File: config.mk
export PLATFORM = sky130hd
export DESIGN_NAME = lru_cell
export DESIGN_NICKNAME = d
export VERILOG_FILES = /design/src/hdl/lru_pkg.sv /design/src/hdl/lru_cell.sv
export SDC_FILE = /design/constraint.sdc
export NUM_CORES = 1
export LEC_CHECK = 0
export BUFFER_PORTS_ARGS = -buffer_cell sky130_fd_sc_hd__clkbuf_2
export CORE_MARGIN = 2
export CORE_UTILIZATION = 51
export DETAILED_ROUTE_END_ITERATION = 8
export GPL_ROUTABILITY_DRIVEN = 1
export HOLD_SLACK_MARGIN = 0.15
export PLACE_DENSITY = 0.88
export REMOVE_ABC_BUFFERS = 1
export SYNTH_ARGS = -nofsm -noshare
export SYNTH_HDL_FRONTEND = slang
export SYNTH_SLANG_ARGS = --single-unit
File: constraint.sdc
create_clock -name i_clk -period 8 [get_ports i_clk]
set_input_delay 2 -clock i_clk [delete_from_list [all_inputs] [get_ports i_clk]]
set_output_delay 2 -clock i_clk [all_outputs]
set_load 0.01 [all_outputs]
File: src/hdl/lru_pkg.sv
// Shared types and constants for the LRU page replacement block.
// Used by lru_cell and lru_page_replacement_core; depends on nothing.
package lru_pkg;

    localparam int MAX_FRAMES = 16;
    localparam int PAGE_BITS  = 16;
    localparam int IDX_W      = $clog2(MAX_FRAMES);
    localparam int RANK_W     = IDX_W;
    localparam int OLD_W      = RANK_W + 1;
    localparam int CFG_W      = 5;
    localparam int SLOT_W     = 4;
    localparam int CNT_W      = 32;
    localparam int IN_DATA_W  = 16;
    localparam int OUT_DATA_W = 40;

    localparam logic [CFG_W-1:0] CFG_RESET  = CFG_W'(4);
    localparam logic             KIND_REF   = 1'b0;
    localparam logic             KIND_CLEAR = 1'b1;

    typedef logic [PAGE_BITS-1:0] t_page;
    typedef logic [RANK_W-1:0]    t_rank;
    typedef logic [OLD_W-1:0]     t_old;

    // Priority flags rippling from frame 0 upward.
    typedef struct packed {
        logic hit_seen;
        logic empty_seen;
        logic lru_seen;
    } t_chain;

    // Per-frame winners of the three searches.
    typedef struct packed {
        logic hit;
        logic empty;
        logic lru;
    } t_pick;

endpackage

File: src/hdl/lru_cell.sv
// One page frame: stored page, valid bit and recency rank, plus its share
// of the hit, empty and LRU searches. Depends on lru_pkg.
module lru_cell (
    input  logic                                     i_clk,
    input  logic                                     i_rst_n,
    input  logic                                     i_upd,
    input  logic                                     i_clear,
    input  lru_pkg::t_page                           i_page,
    input  logic                                     i_active,
    input  logic [lru_pkg::MAX_FRAMES-1:0]           i_act_mask,
    input  lru_pkg::t_rank [lru_pkg::MAX_FRAMES-1:0] i_ranks,
    input  lru_pkg::t_chain                          i_chain,
    output lru_pkg::t_chain                          o_chain,
    output lru_pkg::t_pick                           o_pick,
    input  logic                                     i_sel,
    input  lru_pkg::t_old                            i_old,
    output lru_pkg::t_rank                           o_rank,
    output lru_pkg::t_old                            o_old
);
    import lru_pkg::*;

    t_page r_page;
    logic  r_valid;
    t_rank r_rank;

    logic  hit_here;
    logic  empty_here;
    logic  lru_here;

    assign hit_here   = i_active && r_valid && (r_page == i_page);
    assign empty_here = i_active && !r_valid;

    // The LRU frame is the active frame whose rank no other active frame exceeds.
    always_comb begin
        lru_here = i_active;
        for (int k = 0; k < MAX_FRAMES; k++) begin
            if (i_act_mask[k] && (i_ranks[k] > r_rank)) begin
                lru_here = 1'b0;
            end
        end
    end

    assign o_pick.hit   = hit_here && !i_chain.hit_seen;
    assign o_pick.empty = empty_here && !i_chain.empty_seen;
    assign o_pick.lru   = lru_here && !i_chain.lru_seen;

    assign o_chain.hit_seen   = i_chain.hit_seen | hit_here;
    assign o_chain.empty_seen = i_chain.empty_seen | empty_here;
    assign o_chain.lru_seen   = i_chain.lru_seen | lru_here;

    assign o_rank = r_rank;
    assign o_old  = r_valid ? {1'b0, r_rank} : OLD_W'(MAX_FRAMES);

    always_ff @(posedge i_clk) begin
        if (!i_rst_n || i_clear) begin
            r_valid <= 1'b0;
            r_rank  <= '0;
        end else if (i_upd) begin
            if (i_sel) begin
                r_valid <= 1'b1;
                r_rank  <= '0;
            end else if (r_valid && ({1'b0, r_rank} < i_old)) begin
                r_rank <= r_rank + RANK_W'(1);
            end
        end
    end

    always_ff @(posedge i_clk) begin
        if (i_upd && i_sel) begin
            r_page <= i_page;
        end
    end

endmodule

Word-level counts from Yosys, hierarchy flattened

Cells that the tools add are included.

Add/sub/neg operators: 1
Order comparisons: 17
Eq/ne operators: 1
Muxes and demuxes: 19
Bitwise gates (word level): 3
Reductions and logical operators: 33

Operators by type and width:

| kind                | count |
|---|---|
| $gt 4x4->1          | 16 |
| $logic_and 1x1->1   | 24 |
| $eq 16x16->1        | 1 |
| $mux 1              | 16 |
| $mux 4              | 2 |
| $logic_not 1->1     | 5 |
| $lt 4x5->1          | 1 |
| $mux 5              | 1 |
| $add 4x1->4 const B | 1 |
| $reduce_and 2->1    | 2 |
| $or 1x1->1          | 3 |
| $reduce_bool 2->1   | 1 |
| $logic_or 1x1->1    | 1 |

Bits in registers: 21
Output and inout port bits: 15

Longest topological paths before layout

Gate-level depths: netlist of the first run.

Word-level depth: 19
Depth in mapped cells: 8
Gate-level depth less buffers: 8

Worst setup path after synthesis of the first run

No wires, ideal clock.

Kind: input to output
From: input i_ranks[2] (netlist bit)
To: output o_pick[0] (netlist bit)
Arrival: 3.475 ns
Data required time: 6.000 ns
Path slack: 2.525 ns
Cell stages on the path: 7
Path through: ha_1 > a21oi_1 > o22ai_1 > o221a_2 > nor4b_2 > o211ai_1 > nor4_1

RTL lines:

| element         | RTL line       | text |
|---|---|---|
| start, declared | lru_cell.sv:11 | `input lru_pkg::t_rank [lru_pkg::MAX_FRAMES-1:0] i_ranks,` |
| end, declared   | lru_cell.sv:14 | `output lru_pkg::t_pick o_pick,` |

==> flow_metrics.py, run 1 <==
metrics = {
    "place": {
        "place_hpwl_mm": 5.398,
        "portBuffers": 124,
        "gp_congestion": 0.8932,
        "placed_area_sq_mm": 0.003222,
    },
    "final_layout": {
        "fin_area_sq_mm": 0.003268,
        "drive_above_1_share": 0.3243,
        "final_nets": 586,
        "multiInputGateArea_sq_mm": 0.001813,
        "fin_util": 0.6874,
        "antenna_cells": 0,
        "nFillCells": 389,
        "seqCellArea_sq_um": 580.6,
        "syn2layout_area_growth_pct": 29.82,
    },
    "floorplan": {
        "dieArea_sq_mm": 0.005514,
        "die_h_um": 74.26,
        "num_rows": 25,
        "initial_utilization": 0.5295,
        "core-area_sq_mm": 0.004755,
        "die_w_um": 74.26,
        "num_io_pins": 125,
    },
    "critical_path": {
        "setup.worst_path.class": "primary input to output port",
        "startpoint_type": "primary input",
        "endpoint_kind": "output port",
        "cp_max_fo": 2,
        "worst-endpoint-arrival_ns": 3.73,
        "worstPathRequired_ns": 6.00,
    },
    "synthesis": {
        "synthTopCellsByCount": "ha_1 (68), inv_1 (33), a21oi_1 (28), nand2_1 (24)",
        "async_flop_share": 0,
        "yosysTopAreaCellShare": 0.3380,
        "synth-seq-cells": 21,
        "yosysWarnings": 0,
        "syn_area_sq_mm": 0.002517,
        "synth_top_cells_by_area": "ha_1 (34%), edfxtp_1 (19%), a21oi_1 (5.6%)",
        "ys_types": 29,
        "ys_seq_area_frac": 0.2306,
        "synth_ff_type": "edfxtp_1",
        "synth.most_common_cell": "ha_1",
        "synth_top_cell_by_area": "ha_1",
        "syn_area_per_cell_sq_um": 9.023,
        "synth_edf_count": 16,
        "syn-instance-count": 279,
    },
    "sta": {
        "rsz0062_at_grt": "no",
        "setup_viol": 0,
        "fin_tns_setup_ns": 0,
        "fin_skew_ns": 0.0005055,
        "period_needed_ns": 5.728,
        "fmax_ghz": 0.1746,
        "hold_viol_final": 0,
        "fin_hold_ws_ns": 0.5017,
        "worst_pin_slew_ns": 0.9284,
        "slew_headroom": 0.3802,
        "finalCritPeriodShare": 0.7160,
        "slew_viol_final": 0,
    },
    "power": {
        "power_frac_clock": 0.237,
        "power_uw": 282.0,
        "p_sw_uw": 76.77,
        "p_int_uw": 205.3,
        "combPwrFrac": 0.314,
        "total_leakage_power_nw": 1.677,
        "swShare": 0.2722,
        "ir_drop_v": 0.00007000,
        "seqPwrFrac": 0.449,
        "powerDensity_mw_per_mm2": 86.30,
    },
    "global_route": {
        "grt_max_degree": 24,
        "grt_pass1_vias": 2529,
        "overflow": 0,
        "grt_usage": 0.2334,
        "antenna_found_initial": 0,
        "grt_pass1_wl_mm": 10.16,
    },
    "run": {
        "max_cap_violations": 0,
    },
    "clocking": {
        "insertion_delay_ns": 0.25,
        "clk_pin_slew_worst_paths_ns": 0.07,
        "cts.htree.levels": 1,
        "cts_resized": 0,
        "clk_path_buf_depth": 2,
        "cts-root-buf": "clkbuf_8",
        "cts_tree": "yes",
        "numCtsBuffers": 3,
        "ctsHoldBuffers": 0,
        "cts_setup_buffers": 0,
        "cts_num_sinks": 21,
    },
    "detailed_routing": {
        "routed-wl-met3_um": 316,
        "wl_met1_mm": 2.707,
        "drtPass1Iterations": 4,
        "ant_nets": 0,
        "finalWirelength_mm": 6.336,
        "avgViaCountPerCell": 5.335,
        "vias": 2529,
        "wl_met2_mm": 3.177,
        "routedWlPerCell_um": 13.37,
        "dr.first_iter.drc_count": 77,
        "drc_errors": 0,
        "highest-signal-layer": "met4",
    },
    "status": {
        "status": "complete, no violations",
    },
    "min_path": {
        "worstHoldPathType": "register to register",
    },
}
-- stage by stage --
stage / worst slack [ns] / instances
floorplan: 2.525 / 279
global placement: 2.301 / 470
detailed placement: 2.257 / 470
CTS: 2.243 / 474
global route: 2.163 / 474
finish: 2.272 / 474
-- cell usage in the layout (no fill, tap or decap), types with 4 or more instances in the layout --
master    Yosys  routed
nand3_1       6       6
ha_1         68      68
nand2_1      24      24
nor4_1        5       5
mux2i_1       4       4
edfxtp_1     16      16
xnor2_1       4       4
a21oi_1      28      28
nor2b_1      12      12
nor2_1        5       5
clkbuf_2      0     124
o21ai_0       7       7
inv_1        33      33
nand2b_1      4       4
nand4_1      16      16
dfxtp_1       5       5
o211ai_1     10      10
xor2_1       12      12
-- power groups by stage --
stage | clock (mW) | combinational, mW | sequential (mW)
6_report | 0.0670 | 0.0885 | 0.127
5_1_grt | 0.0729 | 0.101 | 0.127
4_1_cts | 0.0687 | 0.0887 | 0.127
3_5_place_dp | 0 | 0.0883 | 0.129
3_3_place_gp | 0 | 0.0837 | 0.129
2_1_floorplan | 0 | 0.0471 | 0.128
-- sequential cells by signal, summed over array words and instances, names as in the netlist --
register	cells
r_page	16
o_rank	4
r_valid	1
-- metal layers --
layer,vias to the layer above,track usage
li1,1287,-
met1,1158,0.2646
met2,74,0.4375
met3,10,0.04607
met4,0,0.07540
met5,-,0
-- layout make-up --
class,count,area share
multi-input combinational,225,0.5547
sequential,21,0.1776
tap,67,0.02565
inverter,33,0.03790
clock inverter,1,0.001531
clock buffer,3,0.01263
timing repair buffer,124,0.1899
-- worst max-delay path, stage by stage --
cell and delay [ns]:
clkbuf_2 0.08, ha_1 0.31, a21oi_1 0.16, o22ai_1 0.09
o221a_2 0.26, nor4b_2 0.27, o211ai_1 0.17, o31ai_1 0.21
clkbuf_2 0.17
-- worst paths after layout --
| path | startpoint | endpoint | slack [ns] | cells past startpoint |
|---|---|---|---|---|
| hold reg to reg | o_rank[3] | o_rank[3] | 0.50 | 2 |
| hold / removal | o_rank[3] | o_rank[3] | 0.50 | 2 |
| setup / recovery | i_ranks[2] | o_chain[0] | 2.27 | 9 |
| setup reg to reg | o_rank[0] | o_rank[3] | 6.00 | 6 |
-- kinds of logic (layout without fill, tap and decap cells) --
group / Yosys count / count (layout) / synth area share
flip-flops: 21 / 21 / 0.2306
adder cells (fa/ha/maj): 68 / 68 / 0.3380
multiplexers: 4 / 4 / 0.01591
XOR/XNOR: 16 / 16 / 0.05566
buffers and inverters: 33 / 161 / 0.04921
AO/OA/AOI/OAI: 61 / 61 / 0.1496
AND/OR/NAND/NOR: 76 / 76 / 0.1610
No activity file was read; power rests on OpenSTA's default activity.
==> run 2: changes to the inputs <==
ABC_AREA = 1   (was unset)
CORE_UTILIZATION = 49   (was 51)
PLACE_DENSITY = 0.83   (was 0.88)
clock period = 5.9 ns   (was 8 ns; I/O delays follow)
==> flow_metrics.py, run 2 <==
metrics = {
    "status": {
        "status": "complete, no violations",
    },
    "power": {
        "powerDensity_mw_per_mm2": 112.9,
        "p_sw_uw": 117.9,
        "p_int_uw": 282.8,
        "ir_drop_v": 0.00007468,
        "combPwrFrac": 0.338,
        "power_uw": 400.7,
        "swShare": 0.2943,
        "seqPwrFrac": 0.431,
        "total_leakage_power_nw": 2.142,
        "power_frac_clock": 0.230,
    },
    "synthesis": {
        "ys_seq_area_frac": 0.2072,
        "synthTopCellsByCount": "nand2_1 (113), inv_1 (81), ha_1 (68), a21oi_1 (22), nor2_1 (21)",
        "synth.most_common_cell": "nand2_1",
        "synth_top_cells_by_area": "ha_1 (30%), edfxtp_1 (17%), nand2_1 (15%)",
        "syn_area_sq_mm": 0.002801,
        "synth-seq-cells": 21,
        "yosysTopAreaCellShare": 0.3037,
        "async_flop_share": 0,
        "ys_types": 27,
        "synth_edf_count": 16,
        "syn-instance-count": 393,
        "syn_area_per_cell_sq_um": 7.128,
        "yosysWarnings": 0,
        "synth_top_cell_by_area": "ha_1",
        "synth_ff_type": "edfxtp_1",
    },
    "clocking": {
        "clk_pin_slew_worst_paths_ns": 0.07,
        "cts-root-buf": "clkbuf_8",
        "cts_tree": "yes",
        "insertion_delay_ns": 0.26,
        "cts_setup_buffers": 0,
        "numCtsBuffers": 3,
        "clk_path_buf_depth": 2,
        "cts_num_sinks": 21,
        "cts.htree.levels": 1,
        "ctsHoldBuffers": 0,
        "cts_resized": 0,
    },
    "sta": {
        "rsz0062_at_grt": "no",
        "fin_hold_ws_ns": 0.5731,
        "setup_slack_ns": 1.674,
        "setup_viol": 0,
        "fin_skew_ns": 0.0006643,
        "period_needed_ns": 4.226,
        "fin_tns_setup_ns": 0,
        "slew_viol_final": 0,
        "worst_pin_slew_ns": 1.006,
        "finalCritPeriodShare": 0.7163,
        "slew_headroom": 0.3281,
        "hold_viol_final": 0,
        "fmax_ghz": 0.2366,
    },
    "global_route": {
        "overflow": 0,
        "grt_pass1_wl_mm": 11.25,
        "antenna_found_initial": 0,
        "grt_usage": 0.2176,
        "grt_pass1_vias": 2828,
        "grt_max_degree": 23,
    },
    "place": {
        "gp_congestion": 0.8405,
        "dp.cells": 588,
        "place_ws_ns": 1.676,
        "portBuffers": 124,
        "place_hpwl_mm": 5.672,
    },
    "final_layout": {
        "drive_above_1_share": 0.2673,
        "largest_register_ffs": 16,
        "syn2layout_area_growth_pct": 26.75,
        "final_common_cell": "clkbuf_2",
        "final_nets": 699,
        "nFillCells": 501,
        "antenna_cells": 0,
        "final_cell_mix": "clkbuf_2 (124), nand2_1 (113), inv_1 (81), ha_1 (68), a21oi_1 (22)",
        "regMostFlops": "r_page",
        "stdcell_count": 592,
    },
    "critical_path": {
        "reg2reg_depth": 8,
        "startpoint_type": "primary input",
        "setup.worst_path.class": "primary input to output port",
        "worstSetupStartpoint": "i_ranks[43]",
        "worstPathRequired_ns": 4.43,
        "r2r_end": "o_rank[0]",
        "cp_max_fo": 2,
        "rr_startpoint": "o_rank[0]",
        "worst-endpoint-arrival_ns": 2.75,
        "endpoint": "o_chain[0]",
        "endpoint_kind": "output port",
        "rrSetupSlack_ns": 3.99,
    },
    "detailed_routing": {
        "avgViaCountPerCell": 4.819,
        "routedWlPerCell_um": 11.19,
        "finalWirelength_mm": 6.626,
        "drtPass1Iterations": 6,
        "vias": 2853,
        "ant_nets": 0,
        "drc_errors": 0,
        "dr.first_iter.drc_count": 95,
    },
    "min_path": {
        "worstHoldPathType": "register to register",
        "worstHoldStart": "o_rank[3]",
    },
    "floorplan": {
        "num_io_pins": 125,
        "core-area_sq_mm": 0.005507,
        "num_rows": 27,
        "initial_utilization": 0.5087,
        "die_h_um": 79.61,
        "dieArea_sq_mm": 0.006338,
        "die_w_um": 79.61,
    },
    "run": {
        "max_cap_violations": 0,
    },
}
==> run 2: kinds of logic (layout without fill, tap and decap cells) <==
group,after synthesis,count (layout),share of synthesized area
simple gates,155,155,0.2273
buf+inv,85,212,0.1152
fa+ha+maj,68,68,0.3037
compound gates,58,58,0.1277
flops,21,21,0.2072
xor+xnor,6,6,0.01876
==> run 2: how the worst min path moves through the flow <==
stage / end / slack (ns) / cells after the start
floorplan: o_rank[3] / 0.54 / 2
global placement: o_rank[3] / 0.55 / 2
detailed placement: o_rank[3] / 0.57 / 2
CTS: o_rank[3] / 0.58 / 2
global route: o_rank[3] / 0.61 / 2
finish: o_rank[3] / 0.57 / 2
==> run 2: critical path, cell delays in order <==
cell and delay [ns]:
clkbuf_2 0.08, ha_1 0.29, nand2_1 0.07, o21a_1 0.18, nand2_1 0.06, nand2_1 0.06
nor2_2 0.13, nand3_2 0.11, o21bai_1 0.13, clkbuf_2 0.15
==> run 2: per-stage QoR <==
stage	util	instance area (sq um)
3_3_place_gp	0.6364	3505
3_5_place_dp	0.6364	3505
5_1_grt	0.6449	3551
2_1_floorplan	-	2794
4_1_cts	0.6449	3551
6_report	0.6449	3551
==> run 2: cell type report <==
class	count	area [sq um]	share of cell area
clock inverter	1	5.005	0.001409
timing repair buffer	124	620.6	0.1748
inverter	84	315.3	0.08879
clock buffer	3	41.29	0.01163
multi-input combinational	287	1898	0.5345
sequential	21	580.6	0.1635
tap	72	90.09	0.02537
==> run 2: per-layer routing <==
metal  track usage  part of all wire
met1        0.2495              0.43
met2        0.4168              0.50
met3       0.02715             0.044
met4       0.06207             0.024
met5             0                 0
==> run 2: power by group through the flow <==
stage | combinational, mW | clock, mW | sequential, mW
after floorplan | 0.0787 | 0 | 0.174
after global placement | 0.129 | 0 | 0.176
after detailed placement | 0.136 | 0 | 0.176
after CTS | 0.137 | 0.0963 | 0.173
after global routing | 0.159 | 0.102 | 0.174
final | 0.135 | 0.0924 | 0.173
==> run 3: changes to the inputs <==
CORE_UTILIZATION = 44   (was 49)
PLACE_DENSITY = 0.78   (was 0.83)
clock period = 3.78 ns   (was 5.9 ns; I/O delays follow)
==> flow_metrics.py, run 3 (same netlist as run 2, synthesis figures left out) <==
metrics = {
    "status": {
        "status": "complete, no violations",
    },
    "global_route": {
        "grt_usage": 0.1863,
        "grt_max_degree": 22,
        "grt_pass1_vias": 2687,
        "grt_pass1_wl_mm": 11.10,
        "overflow": 0,
        "antenna_found_initial": 0,
    },
    "min_path": {
        "worstHoldPathType": "register to register",
    },
    "critical_path": {
        "worst-endpoint-arrival_ns": 2.41,
        "cp_max_fo": 16,
        "worstPathRequired_ns": 2.83,
        "endpoint_kind": "output port",
        "cp_slowest_cell": "dfxtp_1",
        "critPathMaxStageDelay_ns": 0.45,
        "path_cells": "inv_1 > ha_1 > nand2_1 > o21a_1 > nand2_1 > nand2_1 > nor2_2 > nand3_2 > nor3_2 > clkbuf_2",
        "crit_path_frequent_cell": "nand2_1",
        "setup.worst_path.class": "register to output port",
        "startpoint_type": "register",
    },
    "sta": {
        "period_needed_ns": 3.354,
        "fmax_ghz": 0.2982,
        "slew_viol_final": 0,
        "finalCritPeriodShare": 0.8873,
        "hold_viol_final": 0,
        "worst_pin_slew_ns": 0.6537,
        "slew_headroom": 0.5637,
        "fin_skew_ns": 0.001117,
        "fin_tns_setup_ns": 0,
        "rsz0062_at_grt": "no",
        "setup_viol": 0,
    },
    "clocking": {
        "cts_tree": "yes",
        "ctsHoldBuffers": 0,
        "clk_path_buf_depth": 2,
        "cts_num_sinks": 21,
        "insertion_delay_ns": 0.25,
        "cts-root-buf": "clkbuf_8",
        "cts.htree.levels": 1,
        "clk_pin_slew_worst_paths_ns": 0.07,
        "cts_setup_buffers": 0,
        "numCtsBuffers": 3,
        "cts_resized": 0,
    },
    "floorplan": {
        "die_h_um": 83.79,
        "dieArea_sq_mm": 0.007021,
        "die_w_um": 83.79,
        "core-area_sq_mm": 0.006241,
        "initial_utilization": 0.4489,
        "num_rows": 29,
        "num_io_pins": 125,
    },
    "place": {
        "portBuffers": 124,
        "dp.cells": 594,
        "place_hpwl_mm": 5.418,
        "gp_congestion": 0.8570,
    },
    "power": {
        "p_sw_uw": 179.9,
        "power_frac_clock": 0.231,
        "swShare": 0.2889,
        "seqPwrFrac": 0.429,
        "powerDensity_mw_per_mm2": 174.7,
        "combPwrFrac": 0.340,
        "p_int_uw": 442.7,
        "ir_drop_v": 0.0001836,
        "total_leakage_power_nw": 2.144,
    },
    "detailed_routing": {
        "finalWirelength_mm": 6.366,
        "avgViaCountPerCell": 4.662,
        "drtPass1Iterations": 4,
        "vias": 2788,
        "routedWlPerCell_um": 10.65,
        "dr.first_iter.drc_count": 121,
        "ant_nets": 0,
        "drc_errors": 0,
    },
    "final_layout": {
        "drive_above_1_share": 0.2668,
        "final_nets": 700,
        "antenna_cells": 0,
        "nFillCells": 613,
        "stdcell_count": 598,
        "syn2layout_area_growth_pct": 27.20,
        "final_common_cell": "clkbuf_2",
        "largest_register_ffs": 16,
        "regMostFlops": "r_page",
        "final_cell_mix": "clkbuf_2 (124), nand2_1 (113), inv_1 (81), ha_1 (68), a21oi_1 (22)",
    },
    "run": {
        "max_cap_violations": 0,
    },
}
-- run 3: metal layers --
| layer | global-route usage | vias up | wire, um |
|---|---|---|---|
| met2 | 0.3447 | 71 | 3127 |
| met4 | 0.02493 | 0 | 57 |
| li1 | - | 1529 | - |
| met3 | 0.02176 | 8 | 296 |
| met5 | 0 | - | 0 |
| met1 | 0.2375 | 1180 | 2884 |
-- run 3: worst paths after layout --
| check | cells past startpoint | slack [ns] | end | from |
|---|---|---|---|---|
| setup reg to reg | 9 | 2.29 | o_rank[2] | o_rank[2] |
| hold / removal | 2 | 0.57 | o_rank[3] | o_rank[3] |
| setup / recovery | 10 | 0.43 | o_pick[0] | o_rank[3] |
| hold reg to reg | 2 | 0.57 | o_rank[3] | o_rank[3] |
-- run 3: worst max-delay path: cells and delay by family (launching register included) --
| kind | cells | cell delay [ns] |
|---|---|---|
| buffers and inverters | 2 | 0.52 |
| AND/OR/NAND/NOR | 6 | 0.56 |
| AO/OA/AOI/OAI | 1 | 0.18 |
| adder cells (fa/ha/maj) | 1 | 0.43 |
| flip-flops | 1 | 0.45 |
-- run 3: stage by stage --
step / worst slack (ns) / area [sq um] / util / hold WS (ns) / power, mW
6_report: 0.4261 / 3563 / 0.5710 / 0.5679 / 0.6225
3_3_place_gp: 0.6391 / 3518 / 0.5638 / 0.5548 / 0.4767
2_1_floorplan: 0.8755 / 2794 / - / 0.5437 / 0.3951
5_1_grt: 0.1450 / 3563 / 0.5710 / 0.6009 / 0.6741
4_1_cts: 0.3665 / 3563 / 0.5710 / 0.5830 / 0.6281
3_5_place_dp: 0.6051 / 3518 / 0.5638 / 0.5627 / 0.4852
-- run 3: power by group through the flow --
stage | Clock (mW) | Sequential [mW] | Combinational, mW
global placement | 0 | 0.272 | 0.205
global route | 0.155 | 0.269 | 0.250
CTS | 0.146 | 0.267 | 0.214
floorplan | 0 | 0.272 | 0.123
detailed placement | 0 | 0.273 | 0.213
finish | 0.144 | 0.267 | 0.211
-- run 3: cell type report --
type,count,area (sq um),area share
timing repair buffer,125,628.1,0.1763
sequential,21,580.6,0.1629
multi-input combinational,287,1898,0.5327
tap,77,96.34,0.02704
inverter,84,315.3,0.08848
clock buffer,4,45.04,0.01264
